`src/rtl/ccs_pkg.sv`:
```
// shared types and constants for the contour cell crossing step
// no dependencies; used by every module in rtl
package ccs_pkg;

  localparam int PointFrac = 16;
  localparam int QuoBits   = PointFrac + 1;
  localparam int MagBits   = 33;
  localparam int RemBits   = MagBits + 1;
  localparam int CoordBits = 28;

  localparam logic [12:0] MaxGridDim = 13'd4096;

  localparam logic [1:0] CfgGridRows = 2'd0;
  localparam logic [1:0] CfgGridCols = 2'd1;

  typedef enum logic [1:0] {
    EdgeTop    = 2'd0,
    EdgeRight  = 2'd1,
    EdgeBottom = 2'd2,
    EdgeLeft   = 2'd3
  } edge_e;

  // per-cell decision carried alongside the divider
  typedef struct packed {
    logic [1:0]  exit_edge;
    logic        point_valid;
    logic        cell_done;
    logic [2:0]  crossing_count;
    logic        bad_count;
    logic [11:0] row;
    logic [11:0] col;
  } ccs_item_t;

endpackage

```
`src/rtl/ccs_divider.sv`:
```
// pipelined restoring divider for the edge ratio, one quotient bit a stage
// numerator never exceeds denominator when the cell has a point; depends on ccs_pkg
module ccs_divider (
  input  logic                              clk_i,
  input  logic                              rst_ni,
  input  logic                              en_i,
  input  logic                              valid_i,
  input  ccs_pkg::ccs_item_t                item_i,
  input  logic [ccs_pkg::MagBits-1:0]       num_i,
  input  logic [ccs_pkg::MagBits-1:0]       den_i,
  output logic                              valid_o,
  output ccs_pkg::ccs_item_t                item_o,
  output logic [ccs_pkg::QuoBits-1:0]       quo_o
);

  localparam int N = ccs_pkg::QuoBits;

  logic                              v_q    [N];
  ccs_pkg::ccs_item_t                item_q [N];
  logic [ccs_pkg::RemBits-1:0]       rem_q  [N];
  logic [ccs_pkg::RemBits-1:0]       den_q  [N];
  logic [N-1:0]                      quo_q  [N];

  logic [ccs_pkg::RemBits-1:0]       rem_d  [N];
  logic [N-1:0]                      quo_d  [N];

  // one compare and subtract per stage
  always_comb begin
    logic [ccs_pkg::RemBits-1:0] sh;
    logic [ccs_pkg::RemBits-1:0] dv;
    logic [N-1:0]                qin;
    for (int k = 0; k < N; k++) begin
      if (k == 0) begin
        sh  = {1'b0, num_i};
        dv  = {1'b0, den_i};
        qin = '0;
      end else begin
        sh  = {rem_q[k-1][ccs_pkg::RemBits-2:0], 1'b0};
        dv  = den_q[k-1];
        qin = quo_q[k-1];
      end
      if (sh >= dv) begin
        rem_d[k] = sh - dv;
        quo_d[k] = {qin[N-2:0], 1'b1};
      end else begin
        rem_d[k] = sh;
        quo_d[k] = {qin[N-2:0], 1'b0};
      end
    end
  end

  always_ff @(posedge clk_i or negedge rst_ni) begin
    if (!rst_ni) begin
      for (int k = 0; k < N; k++) v_q[k] <= 1'b0;
    end else if (en_i) begin
      v_q[0] <= valid_i;
      for (int k = 1; k < N; k++) v_q[k] <= v_q[k-1];
    end
  end

  always_ff @(posedge clk_i) begin
    if (en_i) begin
      item_q[0] <= item_i;
      den_q[0]  <= {1'b0, den_i};
      for (int k = 1; k < N; k++) begin
        item_q[k] <= item_q[k-1];
        den_q[k]  <= den_q[k-1];
      end
      for (int k = 0; k < N; k++) begin
        rem_q[k] <= rem_d[k];
        quo_q[k] <= quo_d[k];
      end
    end
  end

  assign valid_o = v_q[N-1];
  assign item_o  = item_q[N-1];
  assign quo_o   = quo_q[N-1];

endmodule

```
`config.mk`:
```
export PLATFORM = sky130hd
export DESIGN_NAME = ccs_divider
export DESIGN_NICKNAME = d
export VERILOG_FILES = /design/src/rtl/ccs_pkg.sv /design/src/rtl/ccs_divider.sv
export SDC_FILE = /design/constraint.sdc
export NUM_CORES = 2
export LEC_CHECK = 0
export BUFFER_PORTS_ARGS = -buffer_cell sky130_fd_sc_hd__buf_2
export CORE_MARGIN = 2
export CORE_UTILIZATION = 45
export DETAILED_ROUTE_END_ITERATION = 7
export HOLD_SLACK_MARGIN = 0.08
export MAX_ROUTING_LAYER = met4
export PLACE_DENSITY_LB_ADDON = 0.25
export SLEW_MARGIN = 15
export SYNTH_ARGS = -nofsm -noshare
export SYNTH_HDL_FRONTEND = slang
export SYNTH_SLANG_ARGS = --single-unit
```
`constraint.sdc`:
```
create_clock -name clk_i -period 3.7 [get_ports clk_i]
set_input_delay 0.74 -clock clk_i [delete_from_list [all_inputs] [get_ports clk_i]]
set_output_delay 0.74 -clock clk_i [all_outputs]
set_load 0.05 [all_outputs]
```
======== Word level (Yosys, flattened, before mapping) ========
Memory sizes are Yosys's and may differ from the RTL's.
Index checks and enable logic that the tools add are counted.
word-level totals
  register bits ........................... 17
  RAM bits ................................ 1989
  bits of input ports ..................... 102
  logic and storage cells ................. 91
  memories ................................ 4
cells by class
  add/subtract/negate cells ............... 17
  magnitude comparators ................... 17
  mux-type cells .......................... 36
memories
  memory  words  width  rd ports  clocked after Yosys merged registers in  wr ports  RTL line           text
  den_q   17     34     16        0                                        17        ccs_divider.sv:21  logic [ccs_pkg::RemBits-1:0] den_q [N];
  rem_q   17     34     16        0                                        17        ccs_divider.sv:20  logic [ccs_pkg::RemBits-1:0] rem_q [N];
  item_q  17     32     17        0                                        17        ccs_divider.sv:19  ccs_pkg::ccs_item_t item_q [N];
  quo_q   17     17     17        0                                        17        ccs_divider.sv:22  logic [N-1:0] quo_q [N];
operators by type and width
  kind                                number
  2-to-1 mux 34 bit                   17
  greater-or-equal comparator 34 bit  16
  subtractor 34 bit                   16
  subtractor 33 x 33 -> 34 bit        1
  greater-or-equal comparator 33 bit  1
  2-to-1 mux 1 bit                    19

======== Longest topological paths before layout ========
An unclocked memory read counts as a cell.
  word-level depth ........................ 3
  gate-level depth with buffers ........... 17
  depth with buffers taken out ............ 15

======== Worst setup path after synthesis ========
OpenSTA, ideal clock, no wires.
  path kind ............................... input to register
  from .................................... input num_i[0] (netlist name)
  to ...................................... memory rem_q[0][28] (netlist name) (data pin)
  setup time .............................. 270 ps
  data arrival time ....................... 3652 ps
  data required time ...................... 3430 ps
  path slack .............................. -222 ps
  cell stages on the path ................. 17
  path buffers ............................ 2
  cells stage by stage .................... inv_1 > ha_1 > inv_1 > fa_1 > a21o_1 > a21oi_1 > o221ai_1 > a211oi_1 > o31a_1 > o211ai_1 > nor2b_1 > nor2b_1 > o21ai_0 > clkbuf_1 > clkbuf_1 > nor2_1 > a21oi_1
RTL lines
  element          RTL line           text
  start, declared  ccs_divider.sv:9   input logic [ccs_pkg::MagBits-1:0] num_i,
  end, declared    ccs_divider.sv:20

==> metrics <==
Arr. time, crit path=4.31 ns; drt total wl=178 mm; post-synthesis cell type count=83; Worst Path Max Fanout=28; CP Capture Type=flip-flop; initial drt markers=2961; pwr dens=833 nW/um^2; I/O pins=152; TritonRoute pass-1 iters=6; Mapped Avg Cell Area=12.3 sq um; synthesized flop and latch total=1770; Post-synth ARST share=0.960%; WL/cell=16.7 um; Cell Area, Synth=87800 sq um; Reg clk slew, reported paths=0.06 ns; Fin. Hold Viols=0; FP Rows=162; placed cell areas=95900 sq um; IO Port Bufs=151; part of the power in registers=34.9%; minimum clock period=3.75 ns; final core occ=53.5%; Die W=446 um; Fin Setup TNS=-0.610 ns; Root Driver=clkbuf_16; Hold Path Class=in2reg; first-pass GRT wire length=283 mm; Core Region=194000 sq um; sw frac=34.6%; clock skew=0.0295 ns; worst path required time=4.26 ns; R2R depth=13; leakage=42.7 nW; Worst setup SP type=flip-flop; Nets=8644; sw power=30.0 mW; TritonCTS clock tree=built; failing checks=setup timing; syn_nets=7798; Num CTS Buffers=191; Slew Limit Fails=0; period utilisation layout=101%; Post-DP HPWL=132 mm; FF/Latch Area=53100 sq um; die area=199000 sq um; H-tree levels=4; clk buf depth=3; area taken by multi-input logic gates=32000 sq um; overall global routing resource usage=18.2%; post-place setup slack=-0.395 ns; pin count of the biggest net entering global routing=92; share of power burned in combinational logic=43.2%; Slew HR=34.5%; count of mapped cells out of synthesis=7120; critical path type=reg2reg; area delta synth->final=18.4%; Fmax=267 MHz; Synth Flop Type=edfxtp_1; Peak VDD IR=563 uV; Vias/cell=5.18; Remaining DRCs=0; GRT Residual Overflow=0; post-route antenna net violation count=0; initial antenna violation count=1; Final Setup Violations=24; vias in the first global route=57.4k; CP endpoint=rem_q[0][414]$_DFFE_PP_; Die H=446 um; Starting Density=45.2%; Final Cell Area=104000 sq um; sequential cell area fraction in the yosys report=60.5%; Reg-to-Reg End=rem_q[0][414]$_DFFE_PP_; Yosys warnings=0; clock share of power=21.8%; Post-synth EDFFs=1753; actual slew at the worst max-slew pin=0.972 ns; Sink Count=1770; share of cells above drive strength 1=16.7%; worst skew pair latency=0.83 ns; Max-cap violations=0; worst r2r src=rem_q[0][375]$_DFFE_PP_; GP Congestion=0.951; status=complete, but fails checks; crit path from=rem_q[0][375]$_DFFE_PP_; Filler cells=16.2k; vias=55.3k; RSZ-0062 raised after global routing=true; final setup margin=-0.0469 ns; Hold Slack=0.203 ns; reg2reg setup slack=-0.05 ns; Pint=56.7 mW
## layer usage
layer	GRT usage, %	routed length [um]	up-vias
li1	-	-	27800
met1	17.8	65800	26000
met2	34.5	98000	988
met3	2.54	4870	535
met4	9.79	9730	0
met5	-	0	-
## cells in the final DEF (no fill, tap or decap), drive strengths merged, types with 73 or more instances in the layout
master  Yosys  final
clkinv      0     89
a21o      296    296
nand2b     77     77
edfxtp   1753   1753
xor2      191    191
o21ai     459    459
clkbuf    127    236
mux2      148    148
nand2     489    489
nor2b      94     94
inv       697    707
nor2      388    388
a21oi     609    609
nand3      89     89
buf        53    764
nand4      73     73
ha        560    560
xnor2     263    263
## timing repair
action | 4_1_cts | 5_1_grt
pin swaps | 12 | 40
endpoints found under the hold margin | 76 | 0
endpoints found under the setup margin | 196 | 355
buffers inserted | 8 | 30
resized for setup | 31 | 119
gates cloned | 0 | 9
hold buffers | 60 | 0
## worst min path at each step
stage / to / slack, ns / startpoint / cells past startpoint
after global placement: item_q[0][318]$_DFFE_PP_ / 0.40 / item_q[0][286]$_DFFE_PP_ / 0
after detailed placement: item_q[0][102]$_DFFE_PP_ / 0.40 / item_q[0][70]$_DFFE_PP_ / 0
final: den_q[0][11]$_DFFE_PP_ / 0.20 / den_i[11] / 2
after global routing: den_q[0][11]$_DFFE_PP_ / 0.13 / den_i[11] / 2
after CTS: den_q[0][11]$_DFFE_PP_ / 0.11 / den_i[11] / 2
after floorplan: item_q[0][100]$_DFFE_PP_ / 0.40 / item_q[0][68]$_DFFE_PP_ / 0
## registers in the layout, summed over array words and instances (netlist names)
signal   flops
valid_o      1
quo_q      153
rem_q      528
v_q         16
item_q     544
den_q      528
## cells by family after synthesis
logic type / synth area share [%]
adder cells (fa/ha/maj): 8.35
multiplexers: 2.05
AO/OA/AOI/OAI: 13.0
flip-flops: 60.5
buffers and inverters: 3.94
AND/OR/NAND/NOR: 7.72
XOR/XNOR: 4.53
## critical path: stages (launching register included)
cell and delay, ns:
edfxtp_1 0.40, ha_1 0.33, nor2b_4 0.13, o21ai_2 0.10
nand2b_1 0.10, a221o_1 0.40, a211o_1 0.33, a221oi_4 0.31
o21ai_2 0.13, a211oi_2 0.25, o21ai_1 0.09, a211o_2 0.38
buf_12 0.18, mux2_4 0.31
## synth_stat cells, types with 17 or more instances
cell type  instances  area (sq um)
o21bai_1          52           390
nand2_1          489          1840
a21boi_0          22           165
xnor2_1          263          2300
o21ai_0          452          2260
nand3_1           89           445
buf_4             32           240
a31oi_1           64           400
o211ai_1          20           150
and3_1            52           325
a211oi_1          31           233
mux2_4            27           405
clkbuf_1         127           477
ha_1             560          7010
inv_1            697          2620
o21a_1            71           533
nor3_1            70           350
or3_1             22           138
nor2_1           388          1460
edfxtp_1        1753         52600
a21oi_1          609          3050
a41oi_1           18           158
nand2b_1          77           482
nor2b_1           94           588
mux2_2           121          1360
dfrtp_1           17           425
xor2_1           191          1670
a21o_1           296          2220
o31ai_1           45           338
and2_1            24           150
nand4_1           73           457
## layout make-up
cell class	count	share of cell area (%)
inverter	697	2.52
clock inverter	129	1.28
antenna	2	0.00481
sequential	1770	51.0
timing repair buffer	833	6.52
clock buffer	227	4.80
tap	2542	3.06
multi-input combinational	4473	30.8
## metrics by stage
| step | instances | power (mW) |
|---|---|---|
| floorplan | 7120 | 54.8 |
| global placement | 10200 | 65.7 |
| detailed placement | 10200 | 66.3 |
| CTS | 10600 | 86.0 |
| global route | 10700 | 92.5 |
| finish | 10700 | 86.7 |
## power groups by stage
stage               clock [mW]  sequential, mW  combinational, mW
floorplan                    0            29.9               24.9
global placement             0            30.6               35.1
detailed placement           0            30.7               35.7
CTS                       19.5            30.3               36.2
global route              20.3            30.7               41.5
finish                    18.9            30.3               37.5
Power figures use the tool's default switching activity.
