### src/rtl/ccs_pkg.sv
// shared types and constants for the contour cell crossing step
// no dependencies; used by every module in rtl
package ccs_pkg;

  localparam int PointFrac = 16;
  localparam int QuoBits   = PointFrac + 1;
  localparam int MagBits   = 33;
  localparam int RemBits   = MagBits + 1;
  localparam int CoordBits = 28;

  localparam logic [12:0] MaxGridDim = 13'd4096;

  localparam logic [1:0] CfgGridRows = 2'd0;
  localparam logic [1:0] CfgGridCols = 2'd1;

  typedef enum logic [1:0] {
    EdgeTop    = 2'd0,
    EdgeRight  = 2'd1,
    EdgeBottom = 2'd2,
    EdgeLeft   = 2'd3
  } edge_e;

  // per-cell decision carried alongside the divider
  typedef struct packed {
    logic [1:0]  exit_edge;
    logic        point_valid;
    logic        cell_done;
    logic [2:0]  crossing_count;
    logic        bad_count;
    logic [11:0] row;
    logic [11:0] col;
  } ccs_item_t;

endpackage

### src/rtl/ccs_point.sv
// exit point placement, neighbour cell and grid bounds; output register
// depends on ccs_pkg
module ccs_point (
  input  logic                              clk_i,
  input  logic                              rst_ni,
  input  logic                              en_i,
  input  logic                              valid_i,
  input  ccs_pkg::ccs_item_t                item_i,
  input  logic [ccs_pkg::QuoBits-1:0]       quo_i,
  input  logic [12:0]                       grid_rows_i,
  input  logic [12:0]                       grid_cols_i,
  output logic                              valid_o,
  output logic [1:0]                        exit_edge_o,
  output logic                              point_valid_o,
  output logic [27:0]                       point_y_o,
  output logic [27:0]                       point_x_o,
  output logic signed [13:0]                next_row_o,
  output logic signed [13:0]                next_col_o,
  output logic                              left_grid_o,
  output logic                              cell_done_o,
  output logic [2:0]                        crossing_count_o,
  output logic                              bad_count_o
);

  localparam int W = ccs_pkg::CoordBits + 1;

  logic [W-1:0]       r0, r1, c0, c1, q, py, px;
  logic signed [13:0] nr, nc;
  logic signed [14:0] rlim, clim;
  logic               off;

  always_comb begin
    r0 = W'(item_i.row) << ccs_pkg::PointFrac;
    c0 = W'(item_i.col) << ccs_pkg::PointFrac;
    r1 = (W'(item_i.row) + W'(1)) << ccs_pkg::PointFrac;
    c1 = (W'(item_i.col) + W'(1)) << ccs_pkg::PointFrac;
    q  = W'(quo_i);
    nr = $signed({2'b00, item_i.row});
    nc = $signed({2'b00, item_i.col});
    case (item_i.exit_edge)
      ccs_pkg::EdgeTop: begin
        py = r0;      px = c0 + q; nr = nr - 14'sd1;
      end
      ccs_pkg::EdgeRight: begin
        py = r0 + q;  px = c1;     nc = nc + 14'sd1;
      end
      ccs_pkg::EdgeBottom: begin
        py = r1;      px = c1 - q; nr = nr + 14'sd1;
      end
      default: begin
        py = r1 - q;  px = c0;     nc = nc - 14'sd1;
      end
    endcase
    // saturate at the top of the coordinate range
    if (py[W-1]) py = {1'b0, {(W-1){1'b1}}};
    if (px[W-1]) px = {1'b0, {(W-1){1'b1}}};
    if (!item_i.point_valid) begin
      py = '0;
      px = '0;
    end
    rlim = $signed({2'b00, grid_rows_i}) - 15'sd2;
    clim = $signed({2'b00, grid_cols_i}) - 15'sd2;
    off  = !(nr >= 0 && 15'(nr) <= rlim && nc >= 0 && 15'(nc) <= clim);
  end

  always_ff @(posedge clk_i or negedge rst_ni) begin
    if (!rst_ni) begin
      valid_o <= 1'b0;
    end else if (en_i) begin
      valid_o <= valid_i;
    end
  end

  always_ff @(posedge clk_i) begin
    if (en_i) begin
      exit_edge_o      <= item_i.exit_edge;
      point_valid_o    <= item_i.point_valid;
      point_y_o        <= py[W-2:0];
      point_x_o        <= px[W-2:0];
      next_row_o       <= nr;
      next_col_o       <= nc;
      left_grid_o      <= off;
      cell_done_o      <= item_i.cell_done;
      crossing_count_o <= item_i.crossing_count;
      bad_count_o      <= item_i.bad_count;
    end
  end

endmodule

### config.mk
export PLATFORM = sky130hd
export DESIGN_NAME = ccs_point
export DESIGN_NICKNAME = d
export VERILOG_FILES = /design/src/rtl/ccs_pkg.sv /design/src/rtl/ccs_point.sv
export SDC_FILE = /design/constraint.sdc
export NUM_CORES = 1
export LEC_CHECK = 0
export ABC_CLOCK_PERIOD_IN_PS = 990
export BUFFER_PORTS_ARGS = -buffer_cell sky130_fd_sc_hd__buf_4
export CORE_MARGIN = 10
export CORE_UTILIZATION = 55
export CTS_BUF_LIST = sky130_fd_sc_hd__clkbuf_4 sky130_fd_sc_hd__clkbuf_8 sky130_fd_sc_hd__clkbuf_16
export DETAILED_ROUTE_END_ITERATION = 7
export GPL_TIMING_DRIVEN = 0
export PLACE_DENSITY = 0.88
export REMOVE_ABC_BUFFERS = 1
export SLEW_MARGIN = 25
export SYNTH_ARGS = -nofsm -noshare
export SYNTH_HDL_FRONTEND = slang
export SYNTH_SLANG_ARGS = --single-unit
export TNS_END_PERCENT = 30
### constraint.sdc
create_clock -name clk_i -period 0.99 [get_ports clk_i]
set_clock_uncertainty 0.05 [all_clocks]
set_input_delay 0 -clock clk_i [delete_from_list [all_inputs] [get_ports clk_i]]
set_output_delay 0 -clock clk_i [all_outputs]
set_load 0.005 [all_outputs]
Word level (Yosys, flattened, before mapping)
Cells that the tools add are included.
Operators by class
  add/subtract/negate cells: 12
  $mul: 0
  divide/modulo/power cells: 0
  order comparisons: 4
  equal/unequal tests: 2
  shifts and indexed selects: 0
  mux-type cells: 6
  bitwise operators: 0
  reduce and logical (&&, ||, !) cells: 6
Operator list (count)
  $pmux 29 s3: 2
  $add 28x17->29: 2
  $sub 29x17->29: 2
  $mux 28: 2
  $pmux 14 s2: 2
  $add 12x1->13 const B: 4
  $ge 14x1->1 const B: 2
  $le 14x14->1: 2
  $sub 13x2->14 const B: 2
  $sub 12x1->13 const B: 2
  $logic_and 1x1->1: 3
  $eq 2x1->1 const B: 1
  $eq 2x2->1 const B: 1
  $logic_not 2->1: 1
  $reduce_or 2->1: 1
  $logic_not 1->1: 1
Storage, ports and cells
  bits in registers: 94
  bits in latches: 0
  bits in writable memories: 0
  ROM bits: 0
  bits of input ports: 79
  word-level logic and storage cells: 41
  memories kept: 0

Depth between registers and ports, before layout
  word-level depth: 7
  gate-level depth with buffers: 17
  gate-level depth less buffers: 16

Least setup slack after synthesis
No wires, ideal clock.
  path type: input port to flip-flop
  start point: in item_i[31] (netlist name)
  end point: reg left_grid_o (data pin)
  library setup time: 0.259 ns
  data arrival time: 2.925 ns
  slack: -2.244 ns
  cell stages on the path: 15
  buffers on the path: 4
  cell sequence: clkbuf_1 > clkbuf_1 > buf_1 > clkbuf_1 > xnor2_1 > a21oi_1 > ha_1 > nor2b_1 > o21a_1 > o21a_1 > o21a_1 > o211ai_1 > a21oi_1 > o211a_1 > a211o_1
Between the ends
  longest elaborated chain between the ends: 7
  elaborated cells between the ends (all ways): 14
RTL lines
  from (decl): line ccs_point.sv:8  | input ccs_pkg::ccs_item_t item_i,
  $eq 2x2->1 or $logic_not 2->1 (tied branches): line ccs_point.sv:40  | case (item_i.exit_edge)
  $reduce_or 2->1 (no source line)
  $pmux 14 s2 (*): line ccs_point.sv:40
  named net nc[1]: line ccs_point.sv:28  | logic signed [13:0] nr, nc;
  $ge 14x1->1: line ccs_point.sv:63  | off = !(nr >= 0 && 15'(nr) <= rlim && nc >= 0 && 15'(nc) <= clim);
  $logic_and 1x1->1: line ccs_point.sv:63
  $logic_and 1x1->1 (*): line ccs_point.sv:63
  $logic_not 1->1 (*): line ccs_point.sv:63
  named net off: line ccs_point.sv:30  | logic off;
  to (signal assigned): line ccs_point.sv:82  | left_grid_o <= off;
  to (decl): line ccs_point.sv:19  | output logic left_grid_o,
The timed path passes the listed nets; every way through them passes the cells marked *.
A chain may end at the register's enable or synchronous reset.

Worst setup path after layout
  start point: in grid_rows_i[3]
  end point: reg left_grid_o (data pin)
Between the ends
  longest elaborated chain between the ends: 6
RTL lines
  from (decl): line ccs_point.sv:10  | input logic [12:0] grid_rows_i,
  $sub 13x2->14: line ccs_point.sv:61  | rlim = $signed({2'b00, grid_rows_i}) - 15'sd2;
  $le 14x14->1: line ccs_point.sv:63
  $logic_and 1x1->1 (3 in series): line ccs_point.sv:63
  $logic_not 1->1: line ccs_point.sv:63
  named net off: line ccs_point.sv:30
The timed path passes the listed nets, and every way through them passes these cells.

==> summary.txt <==
Status
  – Status: finished, violations left
  – Failing checks: hold timing, setup timing

Floorplan
  – Die height: 138 um
  – Core area: 13,400 um2
  – DIE AREA: 19,000 um2
  – Initial core utilization: 56.9%
  – Boundary Pins: 173
  – Chip width: 138 um
  – Rows: 42

Synth
  – Largest area contributor in the netlist: edfxtp_1
  – Synth async-reset ratio: 1.06%
  – Post-Syn Area: 7620 um2
  – Post-synth EDFFs: 93
  – Post-Syn Instances: 883
  – Syn_area_per_cell: 8.64 um2
  – Ys flop type: edfxtp_1
  – Share of Yosys cell area claimed by the top area cell type: 36.6%
  – Synth cell types: 73
  – Synth warn: 0
  – Top cells by area, synth: edfxtp_1 37%, ha_1 6.7%, xnor2_1 6.1%, a21oi_1 5.3%, nand2_1 5.0%
  – Yosys reg bits: 94
  – Post-synthesis sequential area ratio: 37.0%

Hold path
  – Hold-critical path depth: 2
  – Min-delay src: item_i[17]
  – Worst min path class: input pin to flip-flop
  – Hold endpoint: next_row_o[5]

Cells and area
  – Fill cell count: 856
  – Final Core Density: 78.8%
  – FF+latch area: 2820 um2
  – Area Growth Syn to Fin: 38.5%
  – Nets: 1,188
  – Combined area of the multi-input logic cells: 5060 um2
  – Design area: 10,600 um2
  – Number of non-filler instances in the completed layout: 1,249
  – Commonest non-fill, non-tap cell in the layout: buf_4
  – Share of layout cells above drive strength 1: 34.6%
  – Diode count: 0
  – Most frequent cells in the layout: 193 x buf_4, 95 x nand2_1, 93 x edfxtp_1, 66 x nor2_1, 51 x xnor2_1

Flow run
  – Max-Cap Viols: 0

Drt
  – DRT Pass-1 Iters: 6
  – Drt via density: 6.51
  – Routed Antenna Nets: 0
  – Final wirelength: 26,000 um
  – Iteration-0 DRC count of the detailed router: 1,118
  – # DRC: 0
  – Wire length per cell: 20.8 um
  – DR vias: 8,137

Critical path
  – Critical Path Fanout Max: 4
  – CP Launch Type: input pin
  – Worst R2R Start: valid_o
  – Critical Path AT: 2.70 ns
  – Reg2reg setup slack: 0.16 ns
  – WP data required: 1.05 ns
  – Critical Path Sink Type: flip-flop
  – R2R depth: 1
  – Worst r2r dst: valid_o
  – Crit Path Category: input pin to flip-flop

STA
  – Final period util: 267%
  – Final hold violations: 2
  – Slew @ Worst Pin: 1.04 ns
  – Hold Slack: -0.0253 ns
  – F_max: 0.378 GHz
  – Post-route worst setup slack: -1.65 ns
  – Max Slew Vio Count: 0
  – Slew HR: 30.3%
  – Fin crit period: 2.64 ns
  – Unrepaired setup endpoints after global routing: yes
  – # setup viols final: 75

Clock network
  – Clock Path Buffers: 2
  – Clk sink count: 94
  – Total CTS buffers: 9
  – H-tree Lvls: 3
  – Reg clk slew, reported paths: 0.07 ns
  – Clk Latency, worst-skew pair: 0.36 ns
  – CTS Hold Bufs: 10
  – TritonCTS clock tree: done
  – Clock root buffer: clkbuf_16

Global routing
  – Global Route Usage Sum: 25.1%
  – Antenna violations before repair: 0
  – Grt total ovfl: 0
  – Vias in the first global route: 7,605
  – Largest net degree at the start of global routing: 105
  – First-pass GRT wire length: 38,500 um

Power and ir drop
  – Pwr Total: 0.0117 W
  – Power Dens Cells: 1100 nW/um2
  – Worst vdd ir: 945 uV
  – P_leak: 4.03 nW

Placement
  – Dpl hpwl: 16,200 um
  – Port bufs: 172
  – Placed cell areas: 8910 um2
  – Post-placement cell count: 1,170
  – GPL Wtd Cong: 0.986
[cell usage after synthesis, types with 6 or more instances]
cell type  instances
nor3_1            22
nor2b_1            6
nor2_1            79
nand3_1           32
ha_1              41
xor2_1            36
and3_1             7
edfxtp_1          93
or4_1              7
nor4_1            13
clkbuf_1          48
nand2_1          101
o31ai_1           12
xnor2_1           53
a21oi_1           81
and2_1             6
inv_1             27
buf_1             10
o21ai_0           49
or3_1              8
a31oi_1           11
o22ai_1            6
nand4_1           26
[power breakdown]
group / internal (W) / switching [W] / leakage, nW / total, W
Clock: 0.00179 / 0.00173 / 0.144 / 0.00352
Combinational: 0.00149 / 0.00178 / 2.98 / 0.00328
Sequential: 0.00476 / 0.000107 / 0.910 / 0.00487
[critical path, stage by stage]
cell and delay, ns:
buf_8 0.10, or4_4 0.56, nor4_4 0.20, nor3b_4 0.24
nand2_1 0.09, xor2_1 0.15, ha_1 0.30, nand2_1 0.05
or4_1 0.53, o311ai_1 0.09, o21ai_1 0.12, a211o_1 0.28
[area by class of cell]
type | instances | share of cell area, %
Timing Repair inverter | 2 | 0.190
Sequential cell | 94 | 26.7
Multi-Input combinational cell | 696 | 47.9
Timing Repair Buffer | 235 | 18.9
Clock buffer | 9 | 2.13
Tap cell | 176 | 2.09
Inverter | 30 | 1.39
Clock inverter | 7 | 0.687
[sequential cells by signal, indices dropped and copies added (netlist names)]
register and flops:
next_row_o 14, point_x_o 28, valid_o 1, next_col_o 14
exit_edge_o 2, bad_count_o 1, left_grid_o 1, cell_done_o 1
point_valid_o 1, point_y_o 28, crossing_count_o 3
[how the worst max path moves through the flow]
stage | from | endpoint | slack [ns] | cells past startpoint
finish | grid_rows_i[3] | left_grid_o | -1.65 | 12
global route | grid_rows_i[3] | left_grid_o | -1.80 | 12
CTS | grid_rows_i[3] | left_grid_o | -1.61 | 10
detailed placement | item_i[30] | point_x_o[20] | -3.50 | 11
floorplan | quo_i[1] | point_x_o[20] | -2.10 | 10
global placement | item_i[30] | point_x_o[20] | -4.50 | 8
[per-stage QoR]
| step | setup WS [ns] | TNS (ns) |
|---|---|---|
| floorplan | -2.10 | -105.91 |
| global placement | -4.50 | -278.09 |
| detailed placement | -3.50 | -218.00 |
| CTS | -1.61 | -78.25 |
| global route | -1.80 | -83.48 |
| finish | -1.65 | -79.79 |
[kinds of logic after synthesis]
family          synth area share [%]
compound gates                  19.0
xor+xnor                        10.2
fa+ha+maj                       6.73
buf+inv                         4.81
flops                           37.0
mux                             1.10
simple gates                    21.2
[routing by layer]
metal	wire, um	up-vias	global-route usage [%]
met4	1120	0	9.15
li1	-	3658	-
met5	0	-	0
met3	3100	101	7.17
met1	9280	3794	29.9
met2	12500	584	42.1
[timing repair]
action | in CTS | in global routing
gates resized for setup | 130 | 65
setup endpoints to repair | 83 | 79
cloned | 3 | 1
pin swaps | 28 | 29
endpoints found under the hold margin | 15 | 2
setup buffers | 39 | 10
Note: power is estimated with default switching activity, not from simulation.
