### config.mk
export PLATFORM = sky130hd
export DESIGN_NAME = ccs_classify
export DESIGN_NICKNAME = d
export VERILOG_FILES = /design/src/rtl/ccs_pkg.sv /design/src/rtl/ccs_classify.sv
export SDC_FILE = /design/constraint.sdc
export NUM_CORES = 1
export LEC_CHECK = 0
export ABC_AREA = 1
export BUFFER_PORTS_ARGS = -buffer_cell sky130_fd_sc_hd__buf_2
export CORE_MARGIN = 2
export CORE_UTILIZATION = 55
export DETAILED_ROUTE_END_ITERATION = 8
export GPL_ROUTABILITY_DRIVEN = 1
export PLACE_DENSITY = 0.74
export SETUP_SLACK_MARGIN = 0.2
export SYNTH_ARGS = -nofsm -noshare
export SYNTH_HDL_FRONTEND = slang
export SYNTH_SLANG_ARGS = --single-unit
### constraint.sdc
create_clock -name clk_i -period 7.2 [get_ports clk_i]
set_input_delay 1.08 -clock clk_i [delete_from_list [all_inputs] [get_ports clk_i]]
set_output_delay 1.08 -clock clk_i [all_outputs]
set_load 0.01 [all_outputs]
### src/rtl/ccs_pkg.sv
// shared types and constants for the contour cell crossing step
// no dependencies; used by every module in rtl
package ccs_pkg;

  localparam int PointFrac = 16;
  localparam int QuoBits   = PointFrac + 1;
  localparam int MagBits   = 33;
  localparam int RemBits   = MagBits + 1;
  localparam int CoordBits = 28;

  localparam logic [12:0] MaxGridDim = 13'd4096;

  localparam logic [1:0] CfgGridRows = 2'd0;
  localparam logic [1:0] CfgGridCols = 2'd1;

  typedef enum logic [1:0] {
    EdgeTop    = 2'd0,
    EdgeRight  = 2'd1,
    EdgeBottom = 2'd2,
    EdgeLeft   = 2'd3
  } edge_e;

  // per-cell decision carried alongside the divider
  typedef struct packed {
    logic [1:0]  exit_edge;
    logic        point_valid;
    logic        cell_done;
    logic [2:0]  crossing_count;
    logic        bad_count;
    logic [11:0] row;
    logic [11:0] col;
  } ccs_item_t;

endpackage

### src/rtl/ccs_classify.sv
// edge crossing test, exit edge choice and interpolation operands
// five register stages; depends on ccs_pkg
module ccs_classify (
  input  logic                              clk_i,
  input  logic                              rst_ni,
  input  logic                              en_i,
  input  logic                              valid_i,
  input  logic signed [31:0]                z0_i,
  input  logic signed [31:0]                z1_i,
  input  logic signed [31:0]                z2_i,
  input  logic signed [31:0]                z3_i,
  input  logic [3:0]                        mask_i,
  input  logic signed [31:0]                level_i,
  input  logic [1:0]                        entry_i,
  input  logic [11:0]                       row_i,
  input  logic [11:0]                       col_i,
  output logic                              valid_o,
  output ccs_pkg::ccs_item_t                item_o,
  output logic [ccs_pkg::MagBits-1:0]       num_o,
  output logic [ccs_pkg::MagBits-1:0]       den_o
);

  // stage 1: input register
  logic               v1_q;
  logic signed [31:0] z1s_q [4];
  logic [3:0]         mask1_q;
  logic signed [31:0] lv1_q;
  logic [1:0]         ent1_q;
  logic [11:0]        row1_q, col1_q;

  always_ff @(posedge clk_i or negedge rst_ni) begin
    if (!rst_ni) begin
      v1_q <= 1'b0;
    end else if (en_i) begin
      v1_q <= valid_i;
    end
  end

  always_ff @(posedge clk_i) begin
    if (en_i) begin
      z1s_q[0] <= z0_i;
      z1s_q[1] <= z1_i;
      z1s_q[2] <= z2_i;
      z1s_q[3] <= z3_i;
      mask1_q  <= mask_i;
      lv1_q    <= level_i;
      ent1_q   <= entry_i;
      row1_q   <= row_i;
      col1_q   <= col_i;
    end
  end

  // stage 2: crossings, count, corner sum
  logic [3:0]         hit_d;
  logic [2:0]         cnt_d;
  logic signed [33:0] sum_d;
  logic               enthi_d;

  always_comb begin
    cnt_d = 3'd0;
    for (int i = 0; i < 4; i++) begin
      hit_d[i] = !mask1_q[i] && !mask1_q[(i + 1) % 4] &&
                 ((z1s_q[i] <= lv1_q) != (z1s_q[(i + 1) % 4] <= lv1_q));
      cnt_d = cnt_d + {2'b00, hit_d[i]};
    end
    sum_d = 34'(z1s_q[0]) + 34'(z1s_q[1]) + 34'(z1s_q[2]) + 34'(z1s_q[3]);
    enthi_d = z1s_q[ent1_q] > lv1_q;
  end

  logic               v2_q;
  logic [3:0]         hit2_q;
  logic [2:0]         cnt2_q;
  logic signed [33:0] sum2_q;
  logic               enthi2_q;
  logic signed [31:0] z2s_q [4];
  logic signed [31:0] lv2_q;
  logic [1:0]         ent2_q;
  logic [11:0]        row2_q, col2_q;

  always_ff @(posedge clk_i or negedge rst_ni) begin
    if (!rst_ni) begin
      v2_q <= 1'b0;
    end else if (en_i) begin
      v2_q <= v1_q;
    end
  end

  always_ff @(posedge clk_i) begin
    if (en_i) begin
      hit2_q   <= hit_d;
      cnt2_q   <= cnt_d;
      sum2_q   <= sum_d;
      enthi2_q <= enthi_d;
      z2s_q    <= z1s_q;
      lv2_q    <= lv1_q;
      ent2_q   <= ent1_q;
      row2_q   <= row1_q;
      col2_q   <= col1_q;
    end
  end

  // stage 3: exit edge decision, pick the exit edge's corners
  ccs_pkg::ccs_item_t item3_d;
  logic signed [31:0] zp1_d, zp2_d;
  logic [3:0]         rest;
  logic               mid_hi;
  logic [1:0]         p2;

  always_comb begin
    rest = hit2_q & ~(4'b0001 << ent2_q);
    mid_hi = sum2_q > (34'(lv2_q) <<< 2);
    item3_d.exit_edge      = ent2_q;
    item3_d.point_valid    = 1'b0;
    item3_d.cell_done      = 1'b1;
    item3_d.crossing_count = cnt2_q;
    item3_d.bad_count      = 1'b0;
    item3_d.row            = row2_q;
    item3_d.col            = col2_q;
    if (cnt2_q == 3'd2) begin
      item3_d.point_valid = 1'b1;
      if (rest[0])      item3_d.exit_edge = ccs_pkg::EdgeTop;
      else if (rest[1]) item3_d.exit_edge = ccs_pkg::EdgeRight;
      else if (rest[2]) item3_d.exit_edge = ccs_pkg::EdgeBottom;
      else              item3_d.exit_edge = ccs_pkg::EdgeLeft;
    end else if (cnt2_q == 3'd4) begin
      item3_d.point_valid = 1'b1;
      if (mid_hi != enthi2_q) item3_d.exit_edge = ent2_q - 2'd1;
      else                    item3_d.exit_edge = ent2_q + 2'd1;
      item3_d.cell_done = (ent2_q == ccs_pkg::EdgeTop) ||
                          (item3_d.exit_edge == ccs_pkg::EdgeTop);
    end else begin
      item3_d.bad_count = 1'b1;
    end
    p2    = item3_d.exit_edge + 2'd1;
    zp1_d = z2s_q[item3_d.exit_edge];
    zp2_d = z2s_q[p2];
  end

  logic               v3_q;
  ccs_pkg::ccs_item_t item3_q;
  logic signed [31:0] zp1_q, zp2_q, lv3_q;

  always_ff @(posedge clk_i or negedge rst_ni) begin
    if (!rst_ni) begin
      v3_q <= 1'b0;
    end else if (en_i) begin
      v3_q <= v2_q;
    end
  end

  always_ff @(posedge clk_i) begin
    if (en_i) begin
      item3_q <= item3_d;
      zp1_q   <= zp1_d;
      zp2_q   <= zp2_d;
      lv3_q   <= lv2_q;
    end
  end

  // stage 4: signed numerator and denominator
  logic               v4_q;
  ccs_pkg::ccs_item_t item4_q;
  logic signed [33:0] num4_q, den4_q;

  always_ff @(posedge clk_i or negedge rst_ni) begin
    if (!rst_ni) begin
      v4_q <= 1'b0;
    end else if (en_i) begin
      v4_q <= v3_q;
    end
  end

  always_ff @(posedge clk_i) begin
    if (en_i) begin
      item4_q <= item3_q;
      num4_q  <= 34'(lv3_q) - 34'(zp1_q);
      den4_q  <= 34'(zp2_q) - 34'(zp1_q);
    end
  end

  // stage 5: fold the sign so the divider sees magnitudes
  logic signed [33:0] numa_d, dena_d;

  always_comb begin
    numa_d = num4_q;
    dena_d = den4_q;
    if (den4_q < 0) begin
      numa_d = -num4_q;
      dena_d = -den4_q;
    end
  end

  logic v5_q;

  always_ff @(posedge clk_i or negedge rst_ni) begin
    if (!rst_ni) begin
      v5_q <= 1'b0;
    end else if (en_i) begin
      v5_q <= v4_q;
    end
  end

  always_ff @(posedge clk_i) begin
    if (en_i) begin
      item_o <= item4_q;
      num_o  <= numa_d[ccs_pkg::MagBits-1:0];
      den_o  <= dena_d[ccs_pkg::MagBits-1:0];
    end
  end

  assign valid_o = v5_q;

endmodule

# --- Yosys cells after proc, flatten, opt, wreduce, memory -nomap -nowiden ---
# Index checks and enable logic that the tools add are counted.
op_classes:
  magnitude_cmp: 10
  mux: 20
  shifts: 1
  add_sub_neg: 13
  n_reduce_logical: 16
  bitwise_logic: 6
  n_eq_ne: 7
ops:
  columns: ["cell", "count"]
  rows:
  - ["binary-select mux 32 bit (select 2 bit)", 3]
  - ["two-way mux 32 bit", 6]
  - ["less-or-equal comparator 32 bit", 4]
  - ["two-way mux 33 bit", 2]
  - ["negation 33 bit", 2]
  - ["subtractor 32 x 32 -> 33 bit", 2]
  - ["adder 33 x 32 -> 34 bit", 1]
  - ["adder 34 x 32 -> 34 bit", 1]
  - ["> comparator 34 bit", 1]
  - ["adder 32 x 32 -> 33 bit", 1]
  - ["< comparator 33 x 1 -> 1 bit, second input constant", 1]
  - ["> comparator 32 bit", 1]
  - ["two-way mux 2 bit", 5]
  - [">= comparator 3 bit, second input constant", 3]
  - ["NOT 2 -> 3 bit", 3]
  - ["logical AND 1 bit", 8]
  - ["inequality test 1 bit", 5]
  - ["adder 2 x 1 -> 2 bit, second input constant", 2]
  - ["logical NOT 1 bit", 4]
  - ["logical NOT 2 bit", 2]
  - ["two-way mux 4 bit", 1]
  - ["adder 2 x 1 -> 3 bit", 1]
  - ["adder 3 x 1 -> 3 bit", 1]
  - ["AND 3 bit", 1]
  - ["other kinds (11)", 12]
word_totals:
  input_bits: 194
  out_inout_bits: 99
  elab_cells: 127
  ff_bits: 746

# --- Depth between registers and ports, before layout ---
logic_depth:
  ltp_word: 14
  depth_mapped: 23
  depth_no_buf: 22

# --- Worst setup path after synthesis ---
# No wires, ideal clock.
synth_timing:
  kind: "register to register"
  start: "register z1s_q[1] (netlist name)"
  end: "register sum2_q[21], data pin"
  path_slack_ns: 3.719
  path_buffers: 0
  arrival_ns: 3.223
  setup_ns: 0.258
  path_stages_with_launch: 17
  cell_sequence: "edfxtp_1 inv_1 fa_1 fa_1 inv_1 ha_1 inv_1 fa_1 o21ai_0 nand2_1 nand3_1 nand2_1 nand2_1 a31oi_1 o21ai_0 a21oi_1 xnor2_1"
synth_via:
  elab_chain_len: 1
synth_lines:
  columns: ["element", "line", "text"]
  rows:
  - ["start, declared", "ccs_classify.sv:25", "logic signed [31:0] z1s_q [4];"]
  - ["adder 34 x 32 -> 34 bit", "ccs_classify.sv:66", "sum_d = 34'(z1s_q[0]) + 34'(z1s_q[1]) + 34'(z1s_q[2]) + 34'(z1s_q[3]);"]
  - ["via sum_d[21]", "ccs_classify.sv:56", "logic signed [33:0] sum_d;"]
  - ["end signal, assigned", "ccs_classify.sv:92", "sum2_q <= sum_d;"]
  - ["end, declared", "ccs_classify.sv:73", "logic signed [33:0] sum2_q;"]
# The timed path passes the listed nets, and every way through them passes these cells.
# A chain may end at the register's enable or synchronous reset.

# --- Final worst setup path ---
layout_timing:
  start: "register lv2_q[31]"
  end: "register zp2_q[18], data pin"
layout_via:
  elab_chain_len: 12
layout_lines:
  columns: ["element", "line", "text"]
  rows:
  - ["start, declared", "ccs_classify.sv:76", "logic signed [31:0] lv2_q;"]
  - ["start signal, assigned", "ccs_classify.sv:95", "lv2_q <= lv1_q;"]
  - ["> comparator 34 bit", "ccs_classify.sv:111", "mid_hi = sum2_q > (34'(lv2_q) <<< 2);"]
  - ["inequality test 1 bit", "ccs_classify.sv:127", "if (mid_hi != enthi2_q) item3_d.exit_edge = ent2_q - 2'd1;"]
  - ["two-way mux 2 bit", "ccs_classify.sv:127", null]
  - ["two-way mux 2 bit", "ccs_classify.sv:125", "end else if (cnt2_q == 3'd4) begin"]
  - ["two-way mux 2 bit", "ccs_classify.sv:119", "if (cnt2_q == 3'd2) begin"]
  - ["two-way mux 4 bit", "ccs_classify.sv:125", null]
  - ["two-way mux 3 bit", "ccs_classify.sv:119", null]
  - ["adder 2 x 1 -> 2 bit", "ccs_classify.sv:134", "p2 = item3_d.exit_edge + 2'd1;"]
  - ["NOT 2 -> 3 bit (implied by the code)", "ccs_classify.sv:136", "zp2_d = z2s_q[p2];"]
  - ["binary-select mux 32 bit (select 2 bit)", "ccs_classify.sv:136", null]
  - ["two-way mux 32 bit (implied by the code) (2 in a row)", "ccs_classify.sv:136", null]
  - ["via zp2_d[18]", "ccs_classify.sv:104", "logic signed [31:0] zp1_d, zp2_d;"]
  - ["end signal, assigned", "ccs_classify.sv:155", "zp2_q <= zp2_d;"]
  - ["end, declared", "ccs_classify.sv:141", "logic signed [31:0] zp1_q, zp2_q, lv3_q;"]
# The timed path passes the listed nets, and every way through them passes these cells. The select of a mux whose other input is x is not followed.

==> impl_metrics.ini <==
[status]
status = finished clean

[finish]
seqCellArea_mm2 = 0.0224
fillCellCount = 5348
multiInputGateArea_mm2 = 0.0142
area_growth_pct = 13.4
final_nets = 4252
drive_gt1_share_pct = 11.8

[grt]
grt_pass1_vias = 25000
track_usage_pct = 25.4
grt_max_degree = 166
grt_antenna_before_repair = 2
grt_pass1_wl_um = 139000
grt-ovfl-total = 0

[floorplanning]
fp.coreArea_mm2 = 0.0688
start_util_pct = 55.8
fp.dieH_um = 268
dieArea_mm2 = 0.0719
die_x_um = 268
io_pins = 293
rows = 96

[timing]
slew_violations = 0
min_period_over_period_pct = 61.6
holdWs_ns = 0.252
setup_viol = 0
fmax_ghz = 0.225
setup_tns_ns = 0
hold_viol_final = 0
slew_headroom_pct = 27.5
final.setup_skew_ns = 0.0268
tightest_slew_ns = 1.08
fin_crit_ns = 4.44
rsz0062_at_grt = no

[worst_setup_path]
r2r-end = zp2_q[18]
cp_common_cell = nand2_1
critPathTopFamily = simple AND/OR/NAND/NOR gates
r2r_slack_ns = 2.76
arrival_ns = 4.92
reg2regPathDepth = 17
critPathMaxFanout = 66
cp_num_buf_inv = 2
r2r-start = lv2_q[31]
cp-start-kind = flip-flop
worstPathRequired_ns = 7.68
crit_path_max_incr_delay_ns = 0.64
critical_path.cell_chain = inv_1, ha_1, nand2_1, nor2_1, nand4_1, nor3_2, nand2_1, nand3_1, nand3_2, nand2_1, nand3_2, nand2_2, buf_4, nand2_2, nand2_4, nand2_1, nand2_1
crit_path_top_delay_cell = nand2_2
end_kind = flip-flop
critPathKind = flip-flop to flip-flop

[placement]
io_buffers = 292
place.gp.congestion = 0.940
dp_hpwl_um = 69700

[logic_synthesis]
synth_top_area_cell = edfxtp_1
ys_async_sr_fraction_pct = 0.670
synth.top_cells.by_count = 741 x edfxtp_1, 611 x nand2_1, 387 x inv_1
synth_fp_nets = 3932
synth_edf_count = 741
ys_ff_latch = 746
syn_inst = 3377
ys_types = 51
synth.most_common_cell = edfxtp_1
synth_ff_type = edfxtp_1
synth_top_area_share_pct = 58.0
synthTopCellsByArea = edfxtp_1 58%, ha_1 9.6%, nand2_1 6.0%
yosysWarningCount = 0
syn_area_per_cell_um2 = 11.4
ys_seq_area_share_pct = 58.3
netlist_area_mm2 = 0.0384

[route]
drtPass1Iterations = 5
viasPerCell = 5.51
drtIter0Drc = 2442
routed_wl_um = 91000
route.detailed.drc = 0
num_vias = 25900
wl_per_cell_um = 19.4
antenna_left = 0

[pwr]
powerDensity_mw_per_mm2 = 333
peakVddDrop_mv = 0.220
p_leak_uw = 0.0184

[clock_tree]
root_buffer = clkbuf_16
cts_tree = done
cts.sinks = 746
h-tree-depth = 3
cts_resized = 0
clk_latency_ns = 0.64
holdBufCountCts = 0
cts_buffers = 79
cts.clk_slew.worst_paths_ns = 0.06
cts_setup_buffers = 0
cts_buffer_depth = 3

[job]
drv.max_cap_violation_count = 0

[worst_hold_path]
hp-class = primary input to asynchronous set/reset pin
per-layer routing:
layer	routed length, um	GRT usage (%)	up-vias
li1	-	-	12500
met1	40800	37.3	12300
met2	40500	38.7	966
met3	7060	4.13	152
met4	2730	8.88	0
met5	0	0	-
kinds of logic after synthesis:
family	synth area share, %
AO/OA/AOI/OAI	8.60
XOR/XNOR	3.54
adder cells (fa/ha/maj)	13.1
buffers and inverters	4.69
flip-flops	58.3
multiplexers	0.838
AND/OR/NAND/NOR	10.9
power by group:
part	internal, uW	switching, uW
sequential	5770	429
combinational	1520	2630
clock	2420	1710
flip-flops by register name (all words and copies together) (netlist names), 33 cells and up:
register and flops:
sum2_q 34, z1s_q 128, den_o 33, den4_q 33
z2s_q 128, num_o 33, num4_q 33
placed cells by master, fill, tap and decap left out, types with 26 or more instances in the layout:
cell type / count
xnor2_1: 59
buf_2: 291
nand3_1: 100
o21ai_0: 224
nor2_1: 195
a21oi_1: 266
nand2_1: 610
inv_1: 387
edfxtp_1: 741
nand4_1: 26
clkbuf_16: 80
o21ai_1: 33
fa_1: 68
nor3_1: 30
xor2_1: 96
ha_1: 293
mux2i_1: 31
layout make-up:
| type | count | area share [%] |
|---|---|---|
| inverter | 389 | 3.36 |
| tap | 931 | 2.68 |
| clock buffer | 92 | 4.70 |
| sequential | 746 | 51.4 |
| timing repair buffer | 306 | 3.77 |
| clock inverter | 52 | 1.41 |
| antenna | 3 | 0.0173 |
| multi-input combinational | 2175 | 32.6 |
stage by stage:
stage,util (%),setup WS [ns],cell area (um^2),power (uW),cells
final,63.2,2.76,43500,14500,4694
after global placement,59.3,2.94,40800,10300,4547
after global routing,63.2,2.51,43500,15300,4692
after CTS,63.2,2.84,43500,14500,4691
after detailed placement,59.3,2.88,40800,10400,4547
after floorplan,-,3.72,38400,8990,3377
how the worst max path moves through the flow:
stage	from	endpoint	slack, ns	cells past startpoint
floorplan	z1s_q[1]	sum2_q[21]	3.72	16
global placement	lv2_q[31]	zp2_q[2]	2.94	17
detailed placement	lv2_q[31]	zp2_q[18]	2.88	17
CTS	lv2_q[31]	zp2_q[18]	2.84	17
global route	lv2_q[31]	zp2_q[22]	2.51	17
finish	lv2_q[31]	zp2_q[18]	2.76	17
(Power assumes the default switching activity.)
